===== src/assert_macros.svh =====
// assertion macros for the rtl files
`ifndef ASSERT_MACROS_SVH
`define ASSERT_MACROS_SVH

`ifndef SYNTHESIS

// property that must hold in the same cycle
`define ASSERT_NOW(lbl, clk, rst, ante, cons) \
  lbl: assert property (@(posedge clk) disable iff (rst) (ante) |-> (cons)) \
    else $error("assertion failed");

// property that must hold in the next cycle
`define ASSERT_NEXT(lbl, clk, rst, ante, cons) \
  lbl: assert property (@(posedge clk) disable iff (rst) (ante) |=> (cons)) \
    else $error("assertion failed");

`else

`define ASSERT_NOW(lbl, clk, rst, ante, cons)
`define ASSERT_NEXT(lbl, clk, rst, ante, cons)

`endif

`endif


===== src/ffua_pkg.sv =====
// shared types and constants of the first-fit unit allocator
`default_nettype none

package ffua_pkg;

  localparam int SIZE_W     = 11;  // size field
  localparam int UNITS_W    = 11;  // mem_units register
  localparam int START_W    = 10;  // start_address field
  localparam int FREED_W    = 11;  // freed_units field

  localparam logic [UNITS_W-1:0] UNITS_RESET = 11'd1024;

  localparam logic REQ_ALLOC = 1'b0;
  localparam logic REQ_FREE  = 1'b1;

  typedef struct packed {
    logic               alloc_failed;
    logic [START_W-1:0] start_address;
    logic [FREED_W-1:0] freed_units;
  } result_t;

endpackage

`default_nettype wire


===== src/ffua_out_reg.sv =====
// result output register between the sequencer and the master side
`default_nettype none

module ffua_out_reg (
  input  wire logic              clk,
  input  wire logic              rst,
  input  wire logic              in_valid,
  output logic                   in_ready,
  input  wire ffua_pkg::result_t in_res,
  output logic                   out_valid,
  input  wire logic              out_ready,
  output ffua_pkg::result_t      out_res
);

  assign in_ready = !out_valid || out_ready;

  always_ff @(posedge clk) begin
    if (rst) begin
      out_valid <= 1'b0;
    end else if (in_ready) begin
      out_valid <= in_valid;
    end
  end

  always_ff @(posedge clk) begin
    if (in_valid && in_ready) begin
      out_res <= in_res;
    end
  end

endmodule

`default_nettype wire


===== config.mk =====
export PLATFORM = sky130hd
export DESIGN_NAME = ffua_out_reg
export DESIGN_NICKNAME = d
export VERILOG_FILES = /design/src/assert_macros.svh /design/src/ffua_pkg.sv /design/src/ffua_out_reg.sv
export SDC_FILE = /design/constraint.sdc
export NUM_CORES = 1
export LEC_CHECK = 0
export ABC_AREA = 1
export BUFFER_PORTS_ARGS = -buffer_cell sky130_fd_sc_hd__buf_2
export CAP_MARGIN = 10
export CORE_ASPECT_RATIO = 1.25
export CORE_UTILIZATION = 41
export DETAILED_ROUTE_END_ITERATION = 8
export PLACE_DENSITY = 0.77
export SLEW_MARGIN = 15
export SYNTH_ARGS = -nofsm -noshare
export SYNTH_HDL_FRONTEND = slang
export SYNTH_SLANG_ARGS = --single-unit

===== constraint.sdc =====
create_clock -name clk -period 4.7 [get_ports clk]
set_clock_uncertainty 0.1 [all_clocks]
set_input_delay 0.94 -clock clk [delete_from_list [all_inputs] [get_ports clk]]
set_output_delay 0.94 -clock clk [all_outputs]
set_load 0.03 [all_outputs]

==> summary.md <==
| Metric | Value |
|---|---|
| Post-Route WL | `between 1000 and 1500 microns` |
| Largest net degree at the start of global routing | `23` |
| Combinational group share of total power | `between 10 and 15%` |
| Number of setup violations in the final report | `0` |
| Height of the die | `48.5 microns` |
| Worst reg2reg path endpoint | `out_res[12]` |
| Switching Power | `93.1 uW` |
| Accumulated negative setup slack | `0 ns` |
| Post-synthesis instance total | `28` |
| Portion of synthesized cell area occupied by the leading cell type | `approximately 93%` |
| Leak Pwr | `0.448 nW` |
| Number of clock buffers inserted by TritonCTS | `3` |
| Final Hold Violating Endpoints | `0` |
| Critical path's largest stage delay | `approximately 0.18 ns` |
| Startpoint of the most critical register-to-register path | `out_valid` |
| Least-Margin Pin Slew | `0.657 ns` |
| Arr. time, crit path | `approximately 1.4 ns` |
| Number of ports placed on the die boundary | `50` |
| Clock share of power | `between 20% and 30%` |
| ANT cells | `0` |
| Power density over cell area | `374 nW/um^2` |
| First-pass GRT wire length | `approximately 1700 microns` |
| Layout cells sized above 1 | `slightly above 70%` |
| Pwr Total | `roughly 380 uW` |
| Hold buffers post-CTS | `0` |
| Reg-to-reg slack, setup | `3.31 ns` |
| Routability congestion estimate | `~0.67` |
| Net total in the final layout | `about 110` |
| Area of the die | `1900 sq um` |
| Kind of critical path | `primary input to output port` |
| Internal Pwr Total | `roughly 290 uW` |
| Cells resized by post-CTS repair | `0` |
| Final core utilization | `between 60% and 70%` |
| Average instance area after synthesis | `approximately 25 sq um` |
| Detailed router's first-iteration violation count | `4` |
| Share of synthesized area occupied by flip-flops and latches | `between 90% and 100%` |
| Antenna violations before repair | `0` |
| Hold Crit Start | `out_valid` |
| Data required time at the worst endpoint | `around 3.7 ns` |
| Top library cells by usage in the layout, fill and taps aside | `buf_2, edfxtp_1, clkbuf_4` |
| Number of nets with antenna violations after detailed routing | `0` |
| P&R area growth vs syn | `43.3%` |
| Worst rel slew slack | `between 50% and 60%` |
| Register-to-Register Path Depth | `1` |
| Maximum net fanout on the critical path | `2` |
| Cells along the critical path | `buf_2 > inv_2 > nand2_2 > buf_2` |
| Maximum clock frequency | `roughly 420 MHz` |
| Flop pwr share | `63.6%` |
| Cell with the largest stage delay on the worst path | `buf_2` |
| Via count normalized by instance count | `roughly 4.3` |
| First-pass iteration count of the detailed router | `4` |
| Buffers inserted during post-CTS setup optimization | `0` |
| Post-route minimum period | `around 2.4 ns` |
| Worst skew pair latency | `a little under 0.3 ns` |
| Aggregate global routing overflow | `0` |
| Total number of placement rows | `16` |
| Remaining DRCs | `0` |
| HPWL reported at the end of detailed placement | `802 microns` |
| Count of unique library cells instantiated by Yosys | `7` |
| Detailed-route wire length per cell | `10.9 microns` |
| Yosys top cell by area | `edfxtp_1` |
| GRT Util Overall | `between 10 and 15%` |
| Worst Hold Endpoint | `out_valid` |
| Total via count in the routed design | `about 430` |
| Most common library cell in the layout ignoring fill and taps | `buf_2` |
| Slew Limit Fails | `0` |
| Worst setup SP type | `primary input` |
| Horiz. Die Dim | `a little under 40 microns` |
| CP startpoint | `out_ready` |
| Outcome | `finished, final reports clean` |
| Number of max-cap violations | `0` |
| CTS tree | `built` |
| Synthesized netlist net count | `54` |
| Synthesized area | `708 sq um` |
| Unrepaired setup endpoints after global routing | `no` |
| Element type at the critical path end | `output port` |
| Worst hold path depth | `2` |
| Deepest clock path buffer count | `2` |
| Master cell of the clock root buffer | `clkbuf_4` |
| Vias in the first global route | `approximately 400` |
| Most common cell on crit path | `buf_2` |
| Clock input transition at the sequential cells of the worst setup and hold paths | `0.11 ns` |
| Type of the most critical hold path | `flip-flop to flip-flop` |
| Initial Utilization | `about 45%` |
| Final worst path period share | `50.9%` |
| # H-tree levels | `1` |
| Core Area | `1580 sq um` |
| Switching part of the total | `~25%` |
| Count of state elements after synthesis | `23` |
| Top cells by area, synth | `edfxtp_1, dfxtp_1, a21oi_2` |
| Number of warnings printed during yosys synthesis | `0` |
| Peak ir drop on the vdd network | `about 0.22 mV` |
| IO Port Bufs | `49` |
| Number of clock sinks | `23` |
==> state kept, by name, indices dropped and copies added (netlist names) <==
signal     flops
out_valid      1
out_res       22
==> synth_stat cells <==
library cell  number
edfxtp_1          22
a21oi_1            1
a21oi_2            1
dfxtp_1            1
inv_1              1
inv_2              1
nand2_2            1
==> per-layer routing <==
metal / vias to the layer above / GRT usage (%) / part of all wire [%]
met3: 0 / 5.50 / 14
met4: 0 / 6.90 / 0
li1: 213 / - / -
met2: 35 / 20.6 / 45
met5: - / 0 / 0
met1: 179 / 15.6 / 40
==> layout make-up <==
| type | count | area [sq um] |
|---|---|---|
| Clock buffer | 3 | 22.5 |
| Multi-Input combinational cell | 3 | 31.3 |
| Fill cell | 127 | 567 |
| Timing Repair Buffer | 49 | 245 |
| Tap cell | 18 | 22.5 |
| Inverter | 2 | 7.51 |
| Sequential cell | 23 | 681 |
| Clock inverter | 1 | 5.00 |
==> critical path, delay by kind of cell <==
kind          cells  cell delay [ns]
buf+inv           3             0.36
simple gates      1             0.06
==> cell families (layout without fill, tap and decap cells) <==
logic type / Yosys count / count (layout) / synth area share (%)
AND/OR/NAND/NOR: 1 / 1 / 0.884
AO/OA/AOI/OAI: 2 / 2 / 1.94
flip-flops: 23 / 23 / 96.1
buffers and inverters: 2 / 55 / 1.06
==> through the flow <==
stage	hold slack, ns	worst slack [ns]	cells	area, sq um
floorplan	0.634	2.10	28	708
global placement	0.382	2.31	95	980
detailed placement	0.392	2.25	95	980
CTS	0.414	2.33	99	1010
global route	0.461	2.29	99	1010
finish	0.439	2.31	99	1010
==> power groups by stage <==
stage               Sequential, mW  Clock [mW]  Combinational [mW]
finish                       0.241      0.0859              0.0521
global route                 0.243      0.0990              0.0560
CTS                          0.242      0.0894              0.0521
detailed placement           0.246           0              0.0521
global placement             0.246           0              0.0512
floorplan                    0.271           0             0.00583
==> worst max-delay path by stage <==
stage | end | slack, ns | cells past startpoint
finish | in_ready | 2.31 | 4
global route | in_ready | 2.29 | 4
CTS | in_ready | 2.33 | 4
detailed placement | out_res[15] | 2.25 | 3
global placement | out_res[15] | 2.31 | 3
floorplan | out_res[0] | 2.10 | 2
Note: power is estimated with default switching activity, not from simulation.
