--- src/assert_macros.svh ---
// assertion macros for the rtl files
`ifndef ASSERT_MACROS_SVH
`define ASSERT_MACROS_SVH

`ifndef SYNTHESIS

// property that must hold in the same cycle
`define ASSERT_NOW(lbl, clk, rst, ante, cons) \
  lbl: assert property (@(posedge clk) disable iff (rst) (ante) |-> (cons)) \
    else $error("assertion failed");

// property that must hold in the next cycle
`define ASSERT_NEXT(lbl, clk, rst, ante, cons) \
  lbl: assert property (@(posedge clk) disable iff (rst) (ante) |=> (cons)) \
    else $error("assertion failed");

`else

`define ASSERT_NOW(lbl, clk, rst, ante, cons)
`define ASSERT_NEXT(lbl, clk, rst, ante, cons)

`endif

`endif

--- src/ffua_pkg.sv ---
// shared types and constants of the first-fit unit allocator
`default_nettype none

package ffua_pkg;

  localparam int SIZE_W     = 11;  // size field
  localparam int UNITS_W    = 11;  // mem_units register
  localparam int START_W    = 10;  // start_address field
  localparam int FREED_W    = 11;  // freed_units field

  localparam logic [UNITS_W-1:0] UNITS_RESET = 11'd1024;

  localparam logic REQ_ALLOC = 1'b0;
  localparam logic REQ_FREE  = 1'b1;

  typedef struct packed {
    logic               alloc_failed;
    logic [START_W-1:0] start_address;
    logic [FREED_W-1:0] freed_units;
  } result_t;

endpackage

`default_nettype wire

--- src/ffua_seq.sv ---
// request sequencer: clearing pass, first-fit scan, fill and owner free sweep
`default_nettype none
`include "assert_macros.svh"

module ffua_seq #(
  parameter int MAX_UNITS  = 1024,
  parameter int OWNER_BITS = 10,
  parameter int AW         = 10
) (
  input  wire logic                           clk,
  input  wire logic                           rst,
  input  wire logic                           cfg_wr_en,
  input  wire logic [ffua_pkg::UNITS_W-1:0]   cfg_wr_data,
  input  wire logic                           in_valid,
  output logic                                in_ready,
  input  wire logic                           in_req,
  input  wire logic [ffua_pkg::SIZE_W-1:0]    in_size,
  input  wire logic [OWNER_BITS-1:0]          in_owner,
  output logic                                res_valid,
  input  wire logic                           res_ready,
  output ffua_pkg::result_t                   res,
  output logic                                mem_we,
  output logic [AW-1:0]                       mem_wr_addr,
  output logic [OWNER_BITS-1:0]               mem_wr_data,
  output logic                                mem_rd_en,
  output logic [AW-1:0]                       mem_rd_addr,
  input  wire logic [OWNER_BITS-1:0]          mem_rd_data
);

  localparam int CW = $clog2(MAX_UNITS + 1);
  localparam int WW = ((CW > ffua_pkg::SIZE_W) ? CW : ffua_pkg::SIZE_W) + 1;

  typedef enum logic [2:0] {
    S_CLEAR, S_IDLE, S_ALLOC, S_FILL, S_FREE, S_DONE
  } state_t;

  state_t                         state;
  logic [ffua_pkg::UNITS_W-1:0]   mem_units;
  logic [CW-1:0]                  idx;
  logic                           chk_valid;
  logic [AW-1:0]                  chk_idx;
  logic [WW-1:0]                  run;
  logic [WW-1:0]                  size_r;
  logic [OWNER_BITS-1:0]          owner_r;
  logic [WW-1:0]                  limit;
  logic [AW-1:0]                  fill_addr;
  logic [WW-1:0]                  fill_cnt;
  logic [CW-1:0]                  freed;
  logic                           res_failed;
  logic [AW-1:0]                  res_start;

  logic [WW-1:0] limit_now;
  logic [WW-1:0] in_size_w;
  logic [WW-1:0] idx_w;
  logic          alloc_issue;
  logic          free_issue;
  logic          unit_free;
  logic          fit;
  logic [WW-1:0] fit_start;
  logic          alloc_go;

  // units in use, clamped to the store depth
  assign limit_now = (WW'(mem_units) > WW'(MAX_UNITS)) ? WW'(MAX_UNITS) : WW'(mem_units);
  assign in_size_w = WW'(in_size);
  assign idx_w     = WW'(idx);

  // feasible allocate word taken while idle
  assign alloc_go = (state == S_IDLE) && in_valid && (in_req == ffua_pkg::REQ_ALLOC) &&
                    (in_owner != '0) && (in_size_w <= limit_now);

  assign alloc_issue = (state == S_ALLOC) && (idx_w < limit);
  assign free_issue  = (state == S_FREE) && (idx < CW'(MAX_UNITS));
  assign unit_free   = chk_valid && (mem_rd_data == '0);
  assign fit         = unit_free && ((size_r == '0) || ((run + WW'(1)) == size_r));
  assign fit_start   = (size_r == '0) ? WW'(chk_idx) : (WW'(chk_idx) + WW'(1) - size_r);

  assign in_ready  = (state == S_IDLE);
  assign res_valid = (state == S_DONE);
  assign res.alloc_failed  = res_failed;
  assign res.start_address = ffua_pkg::START_W'(res_start);
  assign res.freed_units   = ffua_pkg::FREED_W'(freed);

  always_comb begin
    mem_we      = 1'b0;
    mem_wr_addr = idx[AW-1:0];
    mem_wr_data = '0;
    mem_rd_en   = alloc_issue || free_issue;
    mem_rd_addr = idx[AW-1:0];
    case (state)
      S_CLEAR: begin
        mem_we = 1'b1;
      end
      S_FILL: begin
        mem_we      = 1'b1;
        mem_wr_addr = fill_addr;
        mem_wr_data = owner_r;
      end
      S_FREE: begin
        mem_we      = chk_valid && (mem_rd_data == owner_r);
        mem_wr_addr = chk_idx;
      end
      default: begin
        mem_we = 1'b0;
      end
    endcase
  end

  always_ff @(posedge clk) begin
    if (rst) begin
      state     <= S_CLEAR;
      idx       <= '0;
      chk_valid <= 1'b0;
      mem_units <= ffua_pkg::UNITS_RESET;
    end else begin
      if (cfg_wr_en) begin
        mem_units <= cfg_wr_data;
      end
      case (state)
        S_CLEAR: begin
          if (idx == CW'(MAX_UNITS - 1)) begin
            idx   <= '0;
            state <= S_IDLE;
          end else begin
            idx <= idx + CW'(1);
          end
        end
        S_IDLE: begin
          if (in_valid) begin
            size_r     <= in_size_w;
            owner_r    <= in_owner;
            limit      <= limit_now;
            idx        <= '0;
            chk_valid  <= 1'b0;
            run        <= '0;
            freed      <= '0;
            res_start  <= '0;
            if (in_req == ffua_pkg::REQ_FREE) begin
              res_failed <= 1'b0;
              state      <= (in_owner == '0) ? S_DONE : S_FREE;
            end else if ((in_owner == '0) || (in_size_w > limit_now)) begin
              res_failed <= 1'b1;
              state      <= S_DONE;
            end else begin
              res_failed <= 1'b0;
              state      <= S_ALLOC;
            end
          end
        end
        S_ALLOC: begin
          chk_valid <= alloc_issue;
          chk_idx   <= idx[AW-1:0];
          if (alloc_issue) begin
            idx <= idx + CW'(1);
          end
          if (fit) begin
            res_start <= AW'(fit_start);
            fill_addr <= AW'(fit_start);
            fill_cnt  <= size_r;
            state     <= (size_r == '0) ? S_DONE : S_FILL;
          end else if (chk_valid) begin
            run <= unit_free ? (run + WW'(1)) : '0;
          end else if (idx_w >= limit) begin
            res_failed <= 1'b1;
            state      <= S_DONE;
          end
        end
        S_FILL: begin
          fill_addr <= fill_addr + AW'(1);
          fill_cnt  <= fill_cnt - WW'(1);
          if (fill_cnt == WW'(1)) begin
            state <= S_DONE;
          end
        end
        S_FREE: begin
          chk_valid <= free_issue;
          chk_idx   <= idx[AW-1:0];
          if (free_issue) begin
            idx <= idx + CW'(1);
          end
          if (mem_we) begin
            freed <= freed + CW'(1);
          end
          if (!chk_valid && !free_issue) begin
            state <= S_DONE;
          end
        end
        S_DONE: begin
          if (res_ready) begin
            state <= S_IDLE;
          end
        end
        default: begin
          state <= S_IDLE;
        end
      endcase
    end
  end

  // the fill never writes past the units in use
  `ASSERT_NOW(a_fill_in_range, clk, rst, state == S_FILL, WW'(fill_addr) < limit)
  // a feasible allocate always goes on to the scan
  `ASSERT_NEXT(a_alloc_scans, clk, rst, alloc_go, state == S_ALLOC)
  // the free count never runs ahead of the units read
  `ASSERT_NOW(a_freed_bound, clk, rst, state == S_FREE, freed <= idx)

endmodule

`default_nettype wire

--- config.mk ---
export PLATFORM = sky130hd
export DESIGN_NAME = ffua_seq
export DESIGN_NICKNAME = d
export VERILOG_FILES = /design/src/ffua_pkg.sv /design/src/ffua_seq.sv
export VERILOG_INCLUDE_DIRS = /design/src /design/src/src
export SDC_FILE = /design/constraint.sdc
export NUM_CORES = 1
export LEC_CHECK = 0
export BUFFER_PORTS_ARGS = -buffer_cell sky130_fd_sc_hd__buf_4
export CAP_MARGIN = 20
export CORE_ASPECT_RATIO = 0.5
export CORE_UTILIZATION = 30
export CTS_CLUSTER_SIZE = 24
export DETAILED_ROUTE_END_ITERATION = 10
export GPL_TIMING_DRIVEN = 0
export SYNTH_ARGS = -nofsm -noshare
export SYNTH_HDL_FRONTEND = slang
export SYNTH_SLANG_ARGS = --single-unit
--- constraint.sdc ---
create_clock -name clk -period 6.2 [get_ports clk]
set_input_delay 0.93 -clock clk [delete_from_list [all_inputs] [get_ports clk]]
set_output_delay 0.93 -clock clk [all_outputs]
set_load 0.005 [all_outputs]
==> qor.txt <==
Syn Nets: 851
RD Place Congestion: 0.907
Asr flop ratio synth: 0%
Slew margin rel.: 27.1%
Critical Path AT: 3.04 ns
Hold-fix buffers at CTS: 0
CTS Buf Count: 17
Wirelength, routed: 20100 um
Clock Sinks: 124
Non-Filler Instances: 1234
Seq pwr share: 41.3%
Iter 0 DRT Violations: 481
Remaining antenna violation count: 0
RSZ-0062 raised after global routing: no
Post-synth top cells: edfxtp_1 (98), nor2_1 (83), nand2_1 (75), inv_1 (49), ha_1 (45)
Synthesis Warnings: 0
PortBufs: 103
Clock slew at reported path FFs: 0.06 ns
CP Launch Type: flop
Num ports: 104
Ratio of cells with drive above 1 in the final layout: 18.6%
Crit Path Class: reg2out
HPWL Detailed: 15500 um
Synthesized area per cell: 9.84 um^2
Setup TNS: 0 ns
Crit-path max FO: 10
#FFs+latches synth: 124
Register area share after synthesis: 46.5%
Vias in the first global route: 5953
Placed instance count: 1201
Filler Cell Count: 2352
Final Skew: 0.00943 ns
Area of the multi-input gates: 0.00363 mm^2
Post-layout min period: 3.97 ns
Peak supply drop: 0.000164 V
H-tree depth: 4
Clk pwr share: 39.1%
Nets: 979
Dominant synthesized flop cell: edfxtp_1
Clk root buf: clkbuf_16
Worst hold path class: reg2reg
Final worst path period share: 64.1%
Max-slew violation count: 0
Core ar.: 0.0242 mm^2
Fin. Hold Viols: 0
Die area: 0.0255 mm^2
Placed instance area: 0.00869 mm^2
Synth area leader: edfxtp_1
Post-synth EDFFs: 98
NetSw: 694 uW
Largest net degree at the start of global routing: 35
Initial antenna violation count: 0
Antenna diodes: 0
Gr ovfl total: 0
Initial core utilization: 30.8%
Worst slew pin tran: 1.09 ns
Combinational Power Share: 19.6%
Critical path data required time: 5.27 ns
Tot GR Track Use: 16.3%
Pwr Density: 262 mW/mm^2
Cell row count: 40
Outcome: completed
Max_cap viols: 0
Per-cell routed wire length: 16.3 um
Synth-to-Final Area Change: 24.3%
Clock latency on the worst-skew pair: 0.43 ns
Die H: 113 um
Top-area cell type share of the netlist area: 39.5%
DR vias/cell: 4.91
Switch share: 28.6%
Width of the die: 225 um
Internal: 1.73 mW
Residual DRC count: 0
Synth Instances: 757
First-pass GRT wire length: 31800 um
F_max: 252 MHz
Final Util: 38.3%
Pwr Total: 2.42 mW
Setup violations, final: 0
Design Area, Final: 0.00926 mm^2
FF/Latch Area: 0.00346 mm^2
Library cells used by synthesis: 65
Post-CTS sizing: 0
Setup Fix Bufs, Post-CTS: 0
Most instantiated library cell after synthesis: edfxtp_1
Drt first pass iters: 5
Worst Setup End Kind: primary output
Total number of vias: 6053
Synthesized area: 0.00745 mm^2
Synth area leaders: edfxtp_1 (40%), ha_1 (7.6%), dfxtp_1 (7.0%)
CTS tree: done
CTS Buffer Depth: 2
Cell leakage power: 3.78 nW
[cell usage in the layout, fill, tap and decap left out, drive strengths merged, types with 2 or more instances in the layout]
master and instances:
o31ai 4, nor4 14, o211ai 3, and2 14
nor3 19, xor2 30, buf 128, o21ai 29
and3 14, dfxtp 26, a31oi 6, inv 51
nand4 11, nor2b 9, o21a 3, or3 4
a21boi 3, clkbuf 40, nor4b 2, a221oi 2
a2111oi 2, nand3 36, nand2b 2, nand2 75
o22ai 2, o41ai 3, ha 45, or4 6
a21o 4, a21oi 31, nor2 84, a22oi 9
xnor3 4, a211oi 5, or2 4, clkinv 9
xnor2 34, edfxtp 98, mux2i 17
[worst paths after layout]
kind / from / end / slack [ns] / depth (start not counted)
setup / recovery: state[1] / mem_wr_addr[8] / 2.23 / 8
hold / removal: mem_units[1] / mem_units[1] / 0.50 / 2
setup reg to reg: run[0] / fill_cnt[2] / 2.50 / 10
hold reg to reg: mem_units[1] / mem_units[1] / 0.50 / 2
[metrics by stage]
step                setup slack, ns  hold WS [ns]
detailed placement             2.56         0.479
finish                         2.23         0.495
global placement              -1.03         0.477
global route                   1.95         0.518
floorplan                      1.03         0.452
CTS                            2.23         0.497
[cells by family (layout without fill, tap and decap cells)]
family                     after synthesis  in the layout  synth area share, %
muxes                                   17             17                 2.28
adders and majority gates               46             46                 7.83
buffers and inverters                   88            229                 5.04
xor gates and xnor gates                68             68                 8.83
and+or+nand+nor                        297            297                 19.4
DFF                                    124            124                 46.5
AOI/OAI and AO/OA                      117            117                 10.1
[layout make-up]
type	instances	share of cell area (%)
Buffer	38	2.03
Clock buffer	21	4.97
Clock inverter	11	1.01
Inverter	50	2.03
Multi-Input combinational cell	545	39.2
Sequential cell	124	37.4
Tap cell	336	4.54
Timing Repair Buffer	109	8.79
[registers in the layout, summed over array words and instances (netlist names)]
signal      count
res_failed      1
res_start      10
size_r         11
freed          11
fill_cnt       12
owner_r        10
limit          11
mem_units      11
state           3
chk_valid       1
run            12
chk_idx        10
idx            11
fill_addr      10
[per-layer routing]
layer | global-route usage (%) | up-vias | wire (um)
met5 | 0 | - | 0
met4 | 6.17 | 0 | 380
met3 | 3.92 | 33 | 1190
met2 | 26.4 | 157 | 9380
met1 | 21.1 | 2895 | 9110
li1 | - | 2968 | -
[critical path: stages, from the launching register on]
cell,delay (ns)
dfxtp_1,0.30
clkbuf_1,0.34
inv_1,0.21
nor3_1,0.36
clkbuf_1,0.58
buf_1,0.45
a22oi_1,0.15
nand2_1,0.11
buf_4,0.11
[power groups by stage]
stage / Clock [mW] / Combinational (mW) / Sequential, mW
finish: 0.949 / 0.475 / 1.00
global route: 0.995 / 0.529 / 1.01
CTS: 0.963 / 0.476 / 1.00
detailed placement: 0 / 0.472 / 1.02
global placement: 0 / 0.460 / 1.02
floorplan: 0 / 0.300 / 0.996
Power figures use the tool's default switching activity.
